### src/rtl/alrt_pkg.sv
// Package for the address range lookup table: request and result payloads,
// the record handed along the cell chain, the commit broadcast and op codes.
// No dependencies.
package alrt_pkg;

    localparam logic       OP_NOTE      = 1'b0;
    localparam logic       OP_FIND      = 1'b1;
    localparam logic [1:0] HEAP_DEFAULT = 2'd0;

    typedef struct packed {
        logic        operation;
        logic [63:0] address;
        logic [63:0] length;
        logic [63:0] handle;
        logic        is_buffer;
        logic        reserved;
        logic        heap_query_ok;
        logic [1:0]  heap_kind;
    } alrt_req_t;

    typedef struct packed {
        logic        hit;
        logic [63:0] found_handle;
        logic [63:0] offset;
        logic [1:0]  found_heap;
        logic [6:0]  entry_count;
        logic        table_full;
    } alrt_rsp_t;

    // Travels one cell per cycle while a request walks the table.
    typedef struct packed {
        logic        tok;
        logic [63:0] addr;
        logic        best_v;
        logic [63:0] best_start;
        logic [63:0] best_len;
        logic [63:0] best_handle;
        logic [1:0]  best_heap;
        logic        match_found;
        logic        free_found;
    } alrt_rec_t;

    // Broadcast to every cell at the end of a note walk.
    typedef struct packed {
        logic        en;
        logic        any_match;
        logic [63:0] start;
        logic [63:0] length;
        logic [63:0] handle;
        logic [1:0]  heap;
    } alrt_commit_t;

endpackage

### src/rtl/alrt_cell.sv
// One table entry of the address range lookup table, with its stage of the
// request chain. Depends on alrt_pkg.
module alrt_cell (
    input  logic                  aclk,
    input  logic                  aresetn,
    input  alrt_pkg::alrt_rec_t   rec_i,
    output alrt_pkg::alrt_rec_t   rec_o,
    input  alrt_pkg::alrt_commit_t commit_i
);
    import alrt_pkg::*;

    logic        valid_reg;
    logic [63:0] start_reg;
    logic [63:0] len_reg;
    logic [63:0] handle_reg;
    logic [1:0]  heap_reg;
    logic        match_reg;
    logic        first_free_reg;
    alrt_rec_t   rec_reg;
    alrt_rec_t   rec_next;

    logic same_start;
    logic take;
    logic wr;

    assign same_start = valid_reg && (start_reg == rec_i.addr);
    assign take = valid_reg && (start_reg <= rec_i.addr) &&
                  (!rec_i.best_v || (start_reg > rec_i.best_start));
    assign wr = commit_i.en && (commit_i.any_match ? match_reg : first_free_reg);

    always_comb begin
        rec_next             = rec_i;
        rec_next.match_found = rec_i.match_found || same_start;
        rec_next.free_found  = rec_i.free_found || !valid_reg;
        if (take) begin
            rec_next.best_v      = 1'b1;
            rec_next.best_start  = start_reg;
            rec_next.best_len    = len_reg;
            rec_next.best_handle = handle_reg;
            rec_next.best_heap   = heap_reg;
        end
    end

    always_ff @(posedge aclk) begin
        if (!aresetn) begin
            valid_reg   <= 1'b0;
            rec_reg.tok <= 1'b0;
        end else begin
            rec_reg <= rec_next;
            if (wr) begin
                valid_reg <= 1'b1;
            end
        end
    end

    always_ff @(posedge aclk) begin
        // Latch this cell's role for the commit that ends the walk.
        if (rec_i.tok) begin
            match_reg      <= same_start;
            first_free_reg <= !valid_reg && !rec_i.free_found;
        end
        if (wr) begin
            start_reg  <= commit_i.start;
            len_reg    <= commit_i.length;
            handle_reg <= commit_i.handle;
            heap_reg   <= commit_i.heap;
        end
    end

    assign rec_o = rec_reg;

endmodule

### config.mk
export PLATFORM = sky130hd
export DESIGN_NAME = alrt_cell
export DESIGN_NICKNAME = d
export VERILOG_FILES = /design/src/rtl/alrt_pkg.sv /design/src/rtl/alrt_cell.sv
export SDC_FILE = /design/constraint.sdc
export NUM_CORES = 1
export LEC_CHECK = 0
export ABC_AREA = 0
export BUFFER_PORTS_ARGS = -buffer_cell sky130_fd_sc_hd__buf_2
export CORE_AREA = 2 2 279 281
export CTS_BUF_LIST = sky130_fd_sc_hd__clkbuf_16
export CTS_CLUSTER_DIAMETER = 40
export DETAILED_ROUTE_END_ITERATION = 12
export DIE_AREA = 0 0 281 283
export GPL_TIMING_DRIVEN = 0
export PLACE_DENSITY = 0.51
export SLEW_MARGIN = 10
export SYNTH_ARGS = -nofsm -noshare
export SYNTH_HDL_FRONTEND = slang
export SYNTH_SLANG_ARGS = --single-unit
### constraint.sdc
create_clock -name aclk -period 10.53 [get_ports aclk]
set_clock_uncertainty 0.05 [all_clocks]
set_input_delay 1.5795 -clock aclk [delete_from_list [all_inputs] [get_ports aclk]]
set_output_delay 1.5795 -clock aclk [all_outputs]
set_load 0.02 [all_outputs]
==> results.rst <==
.. list-table::
   :header-rows: 1

   * - Metric
     - Value
   * - Result of the run
     - finished, final reports clean
   * - Number of enable-type register cells in the synthesized netlist
     - 457
   * - CTS tree
     - done
   * - Slew @ Worst Pin
     - 1.36 ns
   * - Number of antenna violations at the first check in global routing
     - 21
   * - Worst R2R End
     - rec_o[127]
   * - Vias per cell
     - 4.17
   * - Total global routing overflow
     - 0
   * - Routability Congestion
     - 0.911
   * - Sink count of the clock tree
     - 459
   * - Via count of the first global-routing pass
     - 14.2k
   * - Portion of the clock cycle consumed by the worst path in the final layout
     - 0.492
   * - Crit path launch type
     - input pin
   * - Total length of routed met2 wires
     - 33000 um
   * - Die outline height
     - 283 um
   * - Cell class contributing the biggest share of worst-path delay
     - compound AO/OA/AOI/OAI gates
   * - Combinational share of power
     - 0.103
   * - Mean routed wirelength per cell
     - 21.0 um
   * - Final nets
     - 2551
   * - Final cell count without fillers
     - 3087
   * - Chain of cells forming the critical path
     - buf_2 > inv_1 > ha_1 > a21oi_1 > o21ai_0 > a221o_1 > a2111oi_0 > a2111o_1 > a31oi_1 > nand3b_4 > buf_8 > buf_8 > mux2_4
   * - Syn Area/Cell
     - 17.6 um^2
   * - Share of the core filled with cells in the final layout
     - 0.370
   * - Type of the worst setup path
     - input pin to register
   * - Number of buffers added to fix hold violations after cts
     - 0
   * - Sum Neg Setup Slack
     - 0 ns
   * - Start point of the critical path
     - rec_i[216]
   * - Max Transition Viols Final
     - 0
   * - Buffering stage count on the worst path with inverters included
     - 4
   * - Layout Cell Area excl Fill
     - 28400 um^2
   * - Global-route usage over all layers
     - 0.160
   * - Max VDD drop
     - 146 uV
   * - Maximum fanout encountered on the critical timing path
     - 10
   * - Capture point of the critical path
     - rec_o[127]
   * - Clock H-tree levels
     - 3
   * - Amount of wire on met3 after detailed routing
     - 4670 um
   * - Synthesis-to-finish area growth
     - 41.2%
   * - Data arrival time at the worst-slack endpoint
     - 5.47 ns
   * - Required time of the critical path
     - 10.82 ns
   * - Sequential fraction of design power
     - 0.387
   * - Share of the yosys chip area belonging to registers
     - 0.684
   * - Horizontal die dimension
     - 281 um
   * - Flip-flop count of the largest register after layout
     - 262
   * - Starting density of the core
     - 0.262
   * - Area of the die
     - 79500 um^2
   * - Shortest period the worst path allows
     - 5.18 ns
   * - Clock insertion delay at the later pin of the skew report
     - 0.63 ns
   * - Proportion of layout cells with a drive suffix above 1
     - 0.539
   * - Maximum number of pins on one net before global-route repair
     - 107
   * - Netlist cell types
     - 43
   * - Number of maximum-capacitance constraint violations
     - 0
   * - Via count
     - 12.9k
   * - Net count after synthesis
     - 1730
   * - PD cells
     - 199 nW/um^2
   * - Worst rel slew slack
     - 0.0699
   * - Row Count
     - 102
   * - Fraction of synthesis flops using an asynchronous set or reset pin
     - 0
   * - Peak Freq
     - 193 MHz
   * - Internal power component
     - 4.25 mW
   * - Setup Viol. Count Final
     - 0
   * - Buffers inserted by post-CTS timing repair
     - 0
   * - Final routed DRC violation total
     - 0
   * - Dominant register cell in the synthesized netlist
     - sky130_fd_sc_hd__edfxtp_1
   * - Buffer cell driving the clock tree root
     - sky130_fd_sc_hd__clkbuf_16
   * - Slack of the worst reg-to-reg path
     - 6.05 ns
   * - Flip-flop and latch count after synthesis
     - 459
   * - Wire length of the first global-routing pass
     - 92300 um
   * - Number of DRC markers after the initial detailed-route iteration
     - 640
   * - Class of the worst hold path
     - register to register
   * - Clk slew on worst S/H paths
     - 0.05 ns
   * - Cell repeated most along the worst path
     - sky130_fd_sc_hd__buf_8
   * - Delay contributed by the slowest stage of the critical path
     - 1.17 ns
   * - Metal1 wirelength
     - 25200 um
   * - Number of cells traversed by the worst register-to-register path
     - 11
   * - Post-synthesis instance area
     - 20100 um^2
   * - Area of the placeable core
     - 76700 um^2
   * - Buffer levels on the longest clock path
     - 3
   * - Standard cell area after detailed placement
     - 25300 um^2
   * - First drt pass iteration count
     - 4
   * - Gates resized, CTS repair
     - 0
   * - Switching part of the total
     - 0.249
   * - Setup repair after global routing missed its margin
     - no
   * - Number of cells produced by synthesis
     - 1142
   * - Clock share of power
     - 0.510
   * - Post-DRT Antenna Nets
     - 0
   * - Hold violation count in the final report
     - 0
   * - Placed instance count
     - 2914
   * - Final HPWL from detailed placement
     - 51100 um
   * - Launch instance of the worst register-to-register path
     - start_reg[19]
   * - Slowest library cell on the worst path
     - sky130_fd_sc_hd__a2111oi_0
   * - Critical Path End Type
     - register
   * - Sw power
     - 1.41 mW
   * - Count of boundary I/O pins
     - 722
   * - Uppermost layer routed
     - met5
   * - Number of CTS-inserted buffers
     - 87
   * - Static Leakage
     - 12.7 nW
   * - Depth of the critical timing path with buffers and inverters included
     - 13
   * - Number of buffers added on ports
     - 721
   * - Worst hold slack
     - 0.473 ns
   * - Count of warnings emitted by yosys
     - 0
   * - Final routed wirelength across all metal layers
     - 64800 um
## power by group through the flow
stage	clock, mW	combinational [mW]	sequential, mW
6_report	2.88	0.582	2.19
2_1_floorplan	0	0.216	2.32
3_3_place_gp	0	0.566	2.25
4_1_cts	2.95	0.591	2.19
3_5_place_dp	0	0.588	2.23
5_1_grt	3.04	0.629	2.20
## through the flow
stage	power [mW]	worst slack, ns
2_1_floorplan	2.54	3.24
3_3_place_gp	2.81	-0.433
3_5_place_dp	2.81	4.71
4_1_cts	5.73	5.38
5_1_grt	5.87	5.21
6_report	5.66	5.35
## layout by cell type, fill, tap and decap left out, types with 7 or more instances in the layout
cell | Yosys | layout
sky130_fd_sc_hd__bufinv_16 | 0 | 11
sky130_fd_sc_hd__mux2_2 | 34 | 34
sky130_fd_sc_hd__nand3_1 | 18 | 18
sky130_fd_sc_hd__inv_6 | 0 | 15
sky130_fd_sc_hd__o21ai_0 | 12 | 12
sky130_fd_sc_hd__a21oi_1 | 48 | 48
sky130_fd_sc_hd__buf_2 | 3 | 723
sky130_fd_sc_hd__diode_2 | 0 | 9
sky130_fd_sc_hd__nand2_1 | 37 | 37
sky130_fd_sc_hd__and4_1 | 7 | 7
sky130_fd_sc_hd__inv_1 | 128 | 133
sky130_fd_sc_hd__nand4_1 | 21 | 21
sky130_fd_sc_hd__clkbuf_16 | 0 | 88
sky130_fd_sc_hd__ha_1 | 128 | 128
sky130_fd_sc_hd__clkinv_1 | 0 | 11
sky130_fd_sc_hd__clkinvlp_4 | 0 | 12
sky130_fd_sc_hd__mux2_4 | 160 | 160
sky130_fd_sc_hd__edfxtp_1 | 457 | 457
sky130_fd_sc_hd__buf_8 | 17 | 18
sky130_fd_sc_hd__nor2_1 | 13 | 13
sky130_fd_sc_hd__a21o_1 | 7 | 7
## final cells by class
class / count / area [um^2]
Clock inverter: 76 / 887
Buffer: 21 / 282
Tap cell: 1040 / 1300
Fill cell: 7389 / 48300
Clock buffer: 88 / 2200
Inverter: 128 / 480
Sequential cell: 459 / 13800
Timing Repair Buffer: 732 / 3880
Multi-Input combinational cell: 534 / 5600
Antenna cell: 9 / 22.5
## worst register-to-register path, cell delays in order (launching register included)
cell and delay (ns):
sky130_fd_sc_hd__edfxtp_1 0.42, sky130_fd_sc_hd__ha_1 0.32, sky130_fd_sc_hd__a21oi_1 0.15, sky130_fd_sc_hd__o21ai_0 0.13, sky130_fd_sc_hd__a221o_1 0.38, sky130_fd_sc_hd__a2111oi_0 1.17
sky130_fd_sc_hd__a2111o_1 0.30, sky130_fd_sc_hd__a31oi_1 0.19, sky130_fd_sc_hd__nand3b_4 0.33, sky130_fd_sc_hd__buf_8 0.24, sky130_fd_sc_hd__buf_8 0.18, sky130_fd_sc_hd__mux2_4 0.36
## routing by layer
| metal | up-vias | global-route usage |
|---|---|---|
| li1 | 6061 | - |
| met3 | 118 | 0.0531 |
| met1 | 6228 | 0.181 |
| met4 | 14 | 0.0583 |
| met2 | 440 | 0.278 |
| met5 | - | 0 |
## worst min path at each step
stage | from | depth (start not counted) | end | slack [ns]
detailed placement | len_reg[45] | 1 | rec_o[113] | 0.48
global route | handle_reg[40] | 1 | rec_o[44] | 0.49
CTS | handle_reg[40] | 1 | rec_o[44] | 0.47
global placement | handle_reg[25] | 1 | rec_o[29] | 0.48
floorplan | valid_reg | 1 | rec_o[0] | 0.43
finish | handle_reg[36] | 1 | rec_o[40] | 0.47
## kinds of logic (layout without fill, tap and decap cells)
kind of cell	count (synthesis)	after routing	share of synthesized area
AO/OA/AOI/OAI	90	90	0.0274
adder cells (fa/ha/maj)	128	128	0.0796
buffers and inverters	149	1045	0.0379
flip-flops	459	459	0.684
multiplexers	195	195	0.139
other	0	9	0
AND/OR/NAND/NOR	121	121	0.0318
## cell usage after synthesis, types with 2 or more instances
library cell | instances | area, um^2
sky130_fd_sc_hd__nand4_1 | 21 | 131
sky130_fd_sc_hd__dfxtp_1 | 2 | 40.0
sky130_fd_sc_hd__a221o_1 | 4 | 40.0
sky130_fd_sc_hd__a221oi_1 | 5 | 43.8
sky130_fd_sc_hd__buf_2 | 3 | 15.0
sky130_fd_sc_hd__o211ai_1 | 2 | 15.0
sky130_fd_sc_hd__nand3_1 | 18 | 90.1
sky130_fd_sc_hd__ha_1 | 128 | 1600
sky130_fd_sc_hd__mux2_4 | 160 | 2400
sky130_fd_sc_hd__a21oi_1 | 48 | 240
sky130_fd_sc_hd__and4_1 | 7 | 61.3
sky130_fd_sc_hd__nand2_1 | 37 | 139
sky130_fd_sc_hd__edfxtp_1 | 457 | 13700
sky130_fd_sc_hd__a211oi_1 | 2 | 15.0
sky130_fd_sc_hd__buf_8 | 17 | 255
sky130_fd_sc_hd__a21o_1 | 7 | 52.6
sky130_fd_sc_hd__or4_1 | 2 | 15.0
sky130_fd_sc_hd__a2111oi_0 | 2 | 17.5
sky130_fd_sc_hd__nor3_1 | 5 | 25.0
sky130_fd_sc_hd__nand2b_1 | 3 | 18.8
sky130_fd_sc_hd__nor4_1 | 4 | 25.0
sky130_fd_sc_hd__o21ai_0 | 12 | 60.1
sky130_fd_sc_hd__mux2_2 | 34 | 383
sky130_fd_sc_hd__inv_1 | 128 | 480
sky130_fd_sc_hd__nor2b_1 | 4 | 25.0
sky130_fd_sc_hd__nor2_1 | 13 | 48.8
Note: power is estimated with default switching activity, not from simulation.
